**src/hdl/slut_pkg.sv**
```systemverilog
// Shared types and constants for the symbolic LUT dot-product engine.
// No dependencies; every other file of the block but slut_ram imports this package.
package slut_pkg;

  // Default table sizes
  localparam int NUM_SYMBOLS_DEF        = 512;
  localparam int NUM_WEIGHT_SYMBOLS_DEF = 256;
  localparam int NUM_OUT_CHANNELS_DEF   = 64;

  // Field widths
  localparam int SYM_W  = 9;
  localparam int WSYM_W = 8;
  localparam int CHAN_W = 6;

  // Stream widths
  localparam int IN_DATA_W  = 56;
  localparam int IN_USER_W  = 2;
  localparam int OUT_DATA_W = 16;

  // Depth of the queue between front and back
  localparam int QUEUE_DEPTH = 4;

  // Word kinds carried on s_tuser
  typedef enum logic [1:0] {
    OP_COMPUTE   = 2'd0,
    OP_LOAD_PROD = 2'd1,
    OP_LOAD_ADD  = 2'd2,
    OP_LOAD_BIAS = 2'd3
  } op_t;

  // Classified input word
  typedef struct packed {
    op_t               kind;
    logic [SYM_W-1:0]  act;
    logic [WSYM_W-1:0] wt;
    logic [CHAN_W-1:0] chan;
    logic              last;
    logic [SYM_W-1:0]  row;
    logic [SYM_W-1:0]  col;
    logic [SYM_W-1:0]  val;
    logic              rng_ok;  // lookup or load address lies inside its table
  } item_t;

endpackage

```
**src/hdl/slut_queue.sv**
```systemverilog
// Short FIFO of classified words between front and back end.
// Depends on slut_pkg.
module slut_queue #(
  parameter int DEPTH = slut_pkg::QUEUE_DEPTH
) (
  input  logic            clk,
  input  logic            rst,
  input  logic            in_valid,
  output logic            in_ready,
  input  slut_pkg::item_t in_item,
  output logic            out_valid,
  input  logic            pop,
  output slut_pkg::item_t out_item
);
  import slut_pkg::*;

  localparam int AW = (DEPTH > 1) ? $clog2(DEPTH) : 1;

  item_t         slots [DEPTH];
  logic [AW-1:0] wr_ptr;
  logic [AW-1:0] rd_ptr;
  logic [AW:0]   count;
  logic          push;
  logic          take;

  assign in_ready  = (count != (AW+1)'(DEPTH));
  assign out_valid = (count != '0);
  assign push      = in_valid && in_ready;
  assign take      = pop && out_valid;
  assign out_item  = slots[rd_ptr];

  // Storage
  always_ff @(posedge clk) begin
    if (push) begin
      slots[wr_ptr] <= in_item;
    end
  end

  // Pointers and fill count
  always_ff @(posedge clk) begin
    if (rst) begin
      wr_ptr <= '0;
      rd_ptr <= '0;
      count  <= '0;
    end else begin
      if (push) begin
        wr_ptr <= (32'(wr_ptr) == DEPTH - 1) ? '0 : wr_ptr + 1'b1;
      end
      if (take) begin
        rd_ptr <= (32'(rd_ptr) == DEPTH - 1) ? '0 : rd_ptr + 1'b1;
      end
      count <= count + (AW+1)'(push) - (AW+1)'(take);
    end
  end

endmodule

```
**config.mk**
```make
export PLATFORM = sky130hd
export DESIGN_NAME = slut_queue
export DESIGN_NICKNAME = d
export VERILOG_FILES = /design/src/hdl/slut_pkg.sv /design/src/hdl/slut_queue.sv
export SDC_FILE = /design/constraint.sdc
export NUM_CORES = 1
export LEC_CHECK = 0
export BUFFER_PORTS_ARGS = -buffer_cell sky130_fd_sc_hd__buf_2
export CORE_UTILIZATION = 38
export CTS_CLUSTER_DIAMETER = 200
export CTS_CLUSTER_SIZE = 10
export DETAILED_ROUTE_END_ITERATION = 7
export HOLD_SLACK_MARGIN = 0.12
export PLACE_DENSITY = 0.57
export RECOVER_POWER = 25
export SYNTH_ARGS = -nofsm -noshare
export SYNTH_HDL_FRONTEND = slang
export SYNTH_SLANG_ARGS = --single-unit
```
**constraint.sdc**
```tcl
create_clock -name clk -period 5.8 [get_ports clk]
set_input_delay 1.16 -clock clk [delete_from_list [all_inputs] [get_ports clk]]
set_output_delay 1.16 -clock clk [all_outputs]
set_load 0.1 [all_outputs]
```
## Yosys cells after proc, flatten, opt, wreduce, memory -nomap -nowiden

Memory sizes are Yosys's and may differ from the RTL's. A register that Yosys moved wholly into a read port is not among the register bits.
Index checks and enable logic that the tools add are counted.

| word-level totals | value |
|---|---|
| register bits | 7 |
| RAM bits | 216 |
| input port bits | 58 |
| output and inout port bits | 56 |
| word-level logic and storage cells | 20 |
| memories kept | 1 |

Memories:

| name | words | bits a word | read ports | clocked after memory_dff | write ports | line | RTL |
|---|---|---|---|---|---|---|---|
| slots | 4 | 54 | 1 | 1 | 1 | slut_queue.sv:19 | `item_t slots [DEPTH];` |

| cells by class | value |
|---|---|
| $add $sub $neg | 4 |
| eq/ne operators | 3 |
| mux-type cells | 6 |
| reductions and logical operators | 3 |

Operators with widths:

| operator | number |
|---|---|
| 2-to-1 mux 2 bit | 4 |
| adder 2 x 1 -> 2 bit, second input constant | 2 |
| == test 2 bit, second input constant | 2 |
| adder 3 x 1 -> 3 bit | 1 |
| inequality test 3 bit, second input constant | 1 |
| nonzero test 3 bit | 1 |
| subtractor 3 x 1 -> 3 bit | 1 |
| logical AND 1 bit | 2 |
| 2-to-1 mux 1 bit | 2 |

## Depth between registers and ports, before layout

Gate-level depths: netlist of the first run.

| depth | value |
|---|---|
| word-level depth | 4 |
| depth in mapped cells | 11 |
| gate-level depth less buffers | 10 |

## Worst setup path after synthesis of the first run

Ideal clock, no wire load.

| timing path | value |
|---|---|
| path kind | input to register |
| start point | in in_valid |
| end point | mem slots[1][0] in the netlist's numbering (enable) |
| library setup time | 0.418 ns |
| data arrival time | 2.489 ns |
| required time | 5.382 ns |
| slack | 2.893 ns |
| stages | 1 |
| buffers on the path | 0 |
| path through | and3_1 |

| between the ends | value |
|---|---|
| cells in the longest elaborated chain, start to end | 3 |

Ends and longest elaborated chain:

| element | line | RTL |
|---|---|---|
| from (decl) | slut_queue.sv:8 | `input logic in_valid,` |
| logical AND 1 bit | slut_queue.sv:28 | `assign push = in_valid && in_ready;` |
| 2-to-1 mux 1 bit | slut_queue.sv:34 | `if (push) begin` |
| 2-to-1 mux 1 bit (implied by the code) | slut_queue.sv:35 | `slots[wr_ptr] <= in_item;` |
| to (decl) | slut_queue.sv:19 |  |

No other way between the ends.

==> impl_metrics.ini, run 1 <==
[synth]
synth_common_cells = 216 x edfxtp_1, 54 x mux4_2, 9 x dfxtp_1
yosys.area_share.simple = 0.0133
synth_compound_area_frac = 0.00363
syn_inst = 331
yosysMostFrequentCell = edfxtp_1
syn_area_um2 = 8280
synth_seq_area_share = 0.805
synth-edff-count = 216
synthXorXnorAreaFrac = 0.00106
synth_top_area_cell = edfxtp_1
synth_seq_cells = 225
syn_nets = 397
synth_top_cell_area_share = 0.784
synthFlopType = edfxtp_1
synth_top_cells_by_area = edfxtp_1 78%, mux4_2 15%, dfxtp_1 2.2%, ha_1 1.1%, buf_6 0.82%
synth.avg_cell_area_um2 = 25.0
synth_adder_area_share = 0.0130
synth.area.mux_share = 0.149
yosysWarnings = 0
synth_top_family_by_area = multiplexers
synth_cell_types = 28
synthArstFlopShare = 0

[pwr]
intPower_mw = 3.28
switching_share = 0.413
p_leak_nw = 3.23
ir_drop_uv = 263
seqPwrFrac = 0.379
p_total_mw = 5.58
comb_power_share = 0.362
power.switching_mw = 2.30
power.share.clock = 0.259
p_per_area_nw_per_um2 = 566

[run]
cap_violations = 0

[cells_and_area]
nets = 529
antenna_cells = 0
syn_to_final_growth_pct = 19.0
n_fill_cell = 1829
fin_area_um2 = 9850
instances_no_fill = 758
utilization = 0.464
drive_gt1_frac = 0.364

[drt]
wl_met2_um = 7610
drtPass1Iterations = 4
drc = 0
wl_met3_um = 1080
ant_nets = 0
wl_met1_um = 6150
post_drt_via_cell_ratio = 4.97
drt-total-wl_um = 15100
highest_layer = met4
initialDrtViolationCount = 197
wl_per_cell_um = 19.9
via_count = 3767

[cts]
cts_hold_buffers = 0
cts_resized = 0
h-tree-depth = 1
cts_tree = built
clkTransAtPathRegs_ns = 0.06
worstSkewPairLatency_ns = 0.51
cts_setup_buffers = 0
cts_buffers = 26
clock_path_buffers = 3
cts.sinks = 225
cts_root_buffer = clkbuf_16

[grt]
grt_pass1_wl_um = 23000
grt_max_degree = 55
gr-usage-all-layers = 0.138
antenna_found_initial = 2
gr-total-overflow = 0
grt_pass1_vias = 4156

[floorplanning]
core_region_area_um2 = 21200
dieWidth_um = 150
rows = 53
pin_count = 114
initial_core_util = 0.390
die_y_um = 150
die-area_um2 = 22400

[timing]
setup_tns_ns = 0
finalCritPeriodShare = 0.671
fmax_ghz = 0.257
setup_viol = 0
finalHoldViolations = 0
max_slew_margin = 0.339
clock_skew_ns = 0.0103
finalMaxSlewViolations = 0
max_slew.worst_pin.slew_ns = 0.992
rsz0062_at_grt = no
timing.final.crit_period_ns = 3.89

[worst_setup_path]
critPathKind = reg2out
crit_path_start_kind = flip-flop
cp.required_ns = 4.64
critPathArrivalTime_ns = 2.73
cp-end-kind = primary output
worstReg2RegStart = count[1]$_SDFF_PP0_
crit_fanout = 37

[worst_hold_path]
hold_path.startpoint = rd_ptr[0]$_SDFFE_PP0N_
min_path_type = reg2reg

[placed_design]
placed_cells = 710
hpwlAfterDp_um = 8780
dpl-instance-area_um2 = 9140
io_buffers = 113
place.gp.congestion = 0.663

[status]
run_status = complete, no violations
## per-stage QoR
stage / hold WS (ns) / setup slack [ns]
after floorplan: 0.463 / 2.89
after global placement: 0.463 / 2.32
after detailed placement: 0.477 / 2.33
after CTS: 0.487 / 1.77
after global routing: 0.521 / 1.68
final: 0.492 / 1.91
## path summary, 6_finish.rpt
| path | endpoint | slack, ns | cells after the start |
|---|---|---|---|
| min reg2reg | flip-flop | 0.49 | 2 |
| min | flip-flop | 0.49 | 2 |
| max | out_item[49] | 1.91 | 3 |
| max reg2reg | count[2]$_SDFF_PP0_ | 3.31 | 10 |
## area by class of cell
class	count	area [µm²]	area share
clock buffers	47	751	0.0762
clock inverters	1	7.51	0.000762
inverters	5	18.8	0.00191
multi-input cells	87	1500	0.152
flip-flops and latches	225	6670	0.677
well taps	275	344	0.0349
repair buffers	118	561	0.0569
## worst max-delay path, stage by stage (launching register included)
cell	delay [ns]
dfxtp_4	0.87
buf_4	0.47
mux4_2	0.56
buf_2	0.31
## logic make-up after synthesis
| group | Yosys count |
|---|---|
| buffers and inverters | 19 |
| muxes | 56 |
| xor gates and xnor gates | 1 |
| AOI/OAI and AO/OA | 4 |
| DFF | 225 |
| adders and majority gates | 8 |
| and+or+nand+nor | 18 |
## sequential cells by signal (all words and copies together), names as in the netlist, named ones only
register / count
count: 3
slots: 216
rd_ptr: 2
wr_ptr: 2
## power by group through the flow
stage | Sequential [mW] | Clock (mW) | Combinational [mW]
global placement | 2.15 | 0 | 2.03
CTS | 2.12 | 1.49 | 2.05
finish | 2.11 | 1.45 | 2.02
detailed placement | 2.16 | 0 | 2.04
global route | 2.14 | 1.55 | 2.09
floorplan | 2.06 | 0 | 1.83
## placed cells by master, fill, tap and decap left out
cell	instances
a21oi_1	1
nand2_2	1
and3_4	1
clkinvlp_4	1
or3b_1	1
a211o_1	1
fa_1	1
buf_4	5
ha_1	7
or3_2	1
o21ai_2	1
inv_1	5
buf_2	79
o31ai_1	1
dfxtp_1	7
clkbuf_16	27
nor2b_1	1
and2_2	1
xor2_1	1
mux4_2	54
nor3_1	1
dfxtp_4	1
mux2i_1	2
nand2b_1	2
nor2_1	3
dfxtp_2	1
and3_2	3
nand2_1	1
edfxtp_1	216
or3_1	2
clkbuf_1	54
## layer usage
layer | vias to the layer above | track usage
met5 | - | 0
met4 | 0 | 0.0372
li1 | 1662 | -
met3 | 22 | 0.0424
met2 | 115 | 0.238
met1 | 1968 | 0.167
Power figures use the tool's default switching activity.
==> inputs of run 2 (changes only) <==
--- a/config.mk
+++ b/config.mk
@@ -5,13 +5,14 @@
 export SDC_FILE = /design/constraint.sdc
 export NUM_CORES = 1
 export LEC_CHECK = 0
+export ABC_AREA = 1
 export BUFFER_PORTS_ARGS = -buffer_cell sky130_fd_sc_hd__buf_2
 export CORE_UTILIZATION = 38
 export CTS_CLUSTER_DIAMETER = 200
 export CTS_CLUSTER_SIZE = 10
 export DETAILED_ROUTE_END_ITERATION = 7
 export HOLD_SLACK_MARGIN = 0.12
-export PLACE_DENSITY = 0.57
+export PLACE_DENSITY = 0.59
 export RECOVER_POWER = 25
 export SYNTH_ARGS = -nofsm -noshare
 export SYNTH_HDL_FRONTEND = slang
==> constraint.sdc (replaced) <==
create_clock -name clk -period 3.36 [get_ports clk]
set_input_delay 0.672 -clock clk [delete_from_list [all_inputs] [get_ports clk]]
set_output_delay 0.672 -clock clk [all_outputs]
set_load 0.1 [all_outputs]
==> run 2 against run 1 <==
Global-route usage increased by 2.2 points. Area after synthesis increased by 2.3%. Utilization decreased by 0.34 points. Flip-flop and latch count unchanged. Via count increased by 36%. Clock skew increased by 0.0033 ns. First-iteration DRC count increased by 36%. Final area increased by 2.1%. Largest cell class unchanged. Highest routed layer is now met5.
==> impl_metrics.ini, run 2 <==
[status]
run_status = complete, no violations

[synth]
synth_common_cells = 216 x edfxtp_1, 125 x nor2_1, 93 x o21ai_0
synth_top_cells_by_area = edfxtp_1 77%, nor2_1 5.5%, o21ai_0 5.5%, o22ai_1 4.0%, dfxtp_1 2.1%
synth_cell_types = 24
synth.avg_cell_area_um2 = 14.5
synth_seq_area_share = 0.787
synth_top_cell_area_share = 0.766
syn_nets = 651
synth_seq_cells = 225
synth-edff-count = 216
syn_area_um2 = 8470
synth_top_area_cell = edfxtp_1
synthArstFlopShare = 0
yosysWarnings = 0
yosysMostFrequentCell = edfxtp_1
synthFlopType = edfxtp_1
syn_inst = 585

[cells_and_area]
n_fill_cell = 1954
mostFrequentLayoutCell = edfxtp_1
seqCellArea_um2 = 6670
drive_gt1_frac = 0.168
mostFrequentLayoutCells = 216 x edfxtp_1, 121 x nor2_1, 93 x o21ai_0, 76 x buf_2, 57 x clkbuf_1
syn_to_final_growth_pct = 18.8
largest_reg_flops = 216
antenna_cells = 0
multi_input_area_um2 = 1570
nets = 765
top_register = slots
reg_top3 = slots (216), count (3)

[cts]
cts_tree = built
worstSkewPairLatency_ns = 0.51
h-tree-depth = 1
cts.sinks = 225
cts_root_buffer = clkbuf_16
cts_hold_buffers = 0
cts_resized = 0
clock_path_buffers = 3
cts_buffers = 26
clkTransAtPathRegs_ns = 0.05
cts_setup_buffers = 0

[grt]
grt_pass1_wl_um = 27500
grt_max_degree = 109
antenna_found_initial = 2
gr-usage-all-layers = 0.159
gr-total-overflow = 0
grt_pass1_vias = 5136

[drt]
via_count = 5114
ant_nets = 0
drt-total-wl_um = 18300
post_drt_via_cell_ratio = 5.12
drc = 0
wl_per_cell_um = 18.3
drtPass1Iterations = 4
initialDrtViolationCount = 267

[run]
cap_violations = 0

[worst_hold_path]
hold_path.startpoint = rst
min_path_type = in2reg

[worst_setup_path]
crit_fanout = 108
reg2reg_depth = 12
cp.required_ns = 2.69
reg2reg_slack_ns = 1.13
worstReg2RegStart = count[1]$_SDFF_PP0_
critPathArrivalTime_ns = 2.41
cp-end-kind = primary output
critical_path.endpoint = out_item[33]
crit_path_start_kind = flip-flop
regToRegEndpoint = count[2]$_SDFF_PP0_
critPathKind = reg2out

[timing]
fmax_ghz = 0.324
rsz0062_at_grt = no
final.setup.worst_slack_ns = 0.277
timing.final.crit_period_ns = 3.08
setup_tns_ns = 0
finalMaxSlewViolations = 0
finalCritPeriodShare = 0.918
setup_viol = 0
clock_skew_ns = 0.0136
max_slew_margin = 0.480
finalHoldViolations = 0
max_slew.worst_pin.slew_ns = 0.781

[floorplanning]
core_region_area_um2 = 21800
initial_core_util = 0.388
die-area_um2 = 22900
dieWidth_um = 151
die_y_um = 151
rows = 54
pin_count = 114

[placed_design]
pre_cts_ws_ns = 0.784
io_buffers = 113
place.gp.congestion = 0.701
hpwlAfterDp_um = 9600
run 2: changes by cell type after synthesis, moves of 7 or more:
cell / before / now
o21ai_0: 0 / 93
buf_2: 2 / 19
inv_1: 5 / 12
mux4_2: 54 / 0
o22ai_1: 0 / 54
clkbuf_2: 0 / 7
nand2_1: 1 / 9
nor2_1: 3 / 125
o21ai_1: 0 / 15
run 2: cells by family after synthesis:
group	share of synthesized area
DFF	0.787
buffers and inverters	0.0306
AOI/OAI and AO/OA	0.105
xor gates and xnor gates	0.00103
adders and majority gates	0.0127
and+or+nand+nor	0.0632
run 2: layout make-up:
type / instances / area share
Clock inverter: 1 / 0.000746
Clock buffer: 47 / 0.0746
Timing Repair Buffer: 120 / 0.0643
Multi-Input combinational cell: 312 / 0.156
Inverter: 14 / 0.00572
Sequential cell: 225 / 0.663
Tap cell: 280 / 0.0348
run 2: worst min path at each step:
| stage | endpoint | slack (ns) | depth (start not counted) |
|---|---|---|---|
| 2_1_floorplan | flip-flop | 0.48 | 2 |
| 3_3_place_gp | flip-flop | 0.48 | 2 |
| 3_5_place_dp | flip-flop | 0.50 | 2 |
| 4_1_cts | count[0]$_SDFF_PP0_ | 0.34 | 2 |
| 5_1_grt | count[0]$_SDFF_PP0_ | 0.35 | 2 |
| 6_report | count[0]$_SDFF_PP0_ | 0.36 | 2 |
run 2: critical path, stage by stage (launching register included):
cell	delay [ns]
dfxtp_4	0.43
inv_6	0.59
o21ai_0	0.18
o22ai_1	0.20
buf_2	0.47
run 2: through the flow:
step                instances   util  hold slack, ns  instance area (µm²)
floorplan                 585      -           0.479                 8470
global route              999  0.461           0.348                10100
finish                    999  0.461           0.357                10100
detailed placement        951  0.428           0.500                 9350
CTS                       999  0.463           0.339                10100
global placement          951  0.428           0.484                 9350
run 2: metal layers:
layer  GRT usage  routed length, µm  up-vias
met3      0.0464               1460       31
li1            -                  -     2412
met5           0                 31        -
met2       0.277               9230      148
met4      0.0530                250        4
met1       0.188               7300     2519
Power of run 2 is left out: the tool's default activity adds up to more than one toggle a clock period on the data nets, which glitch-free logic cannot reach.
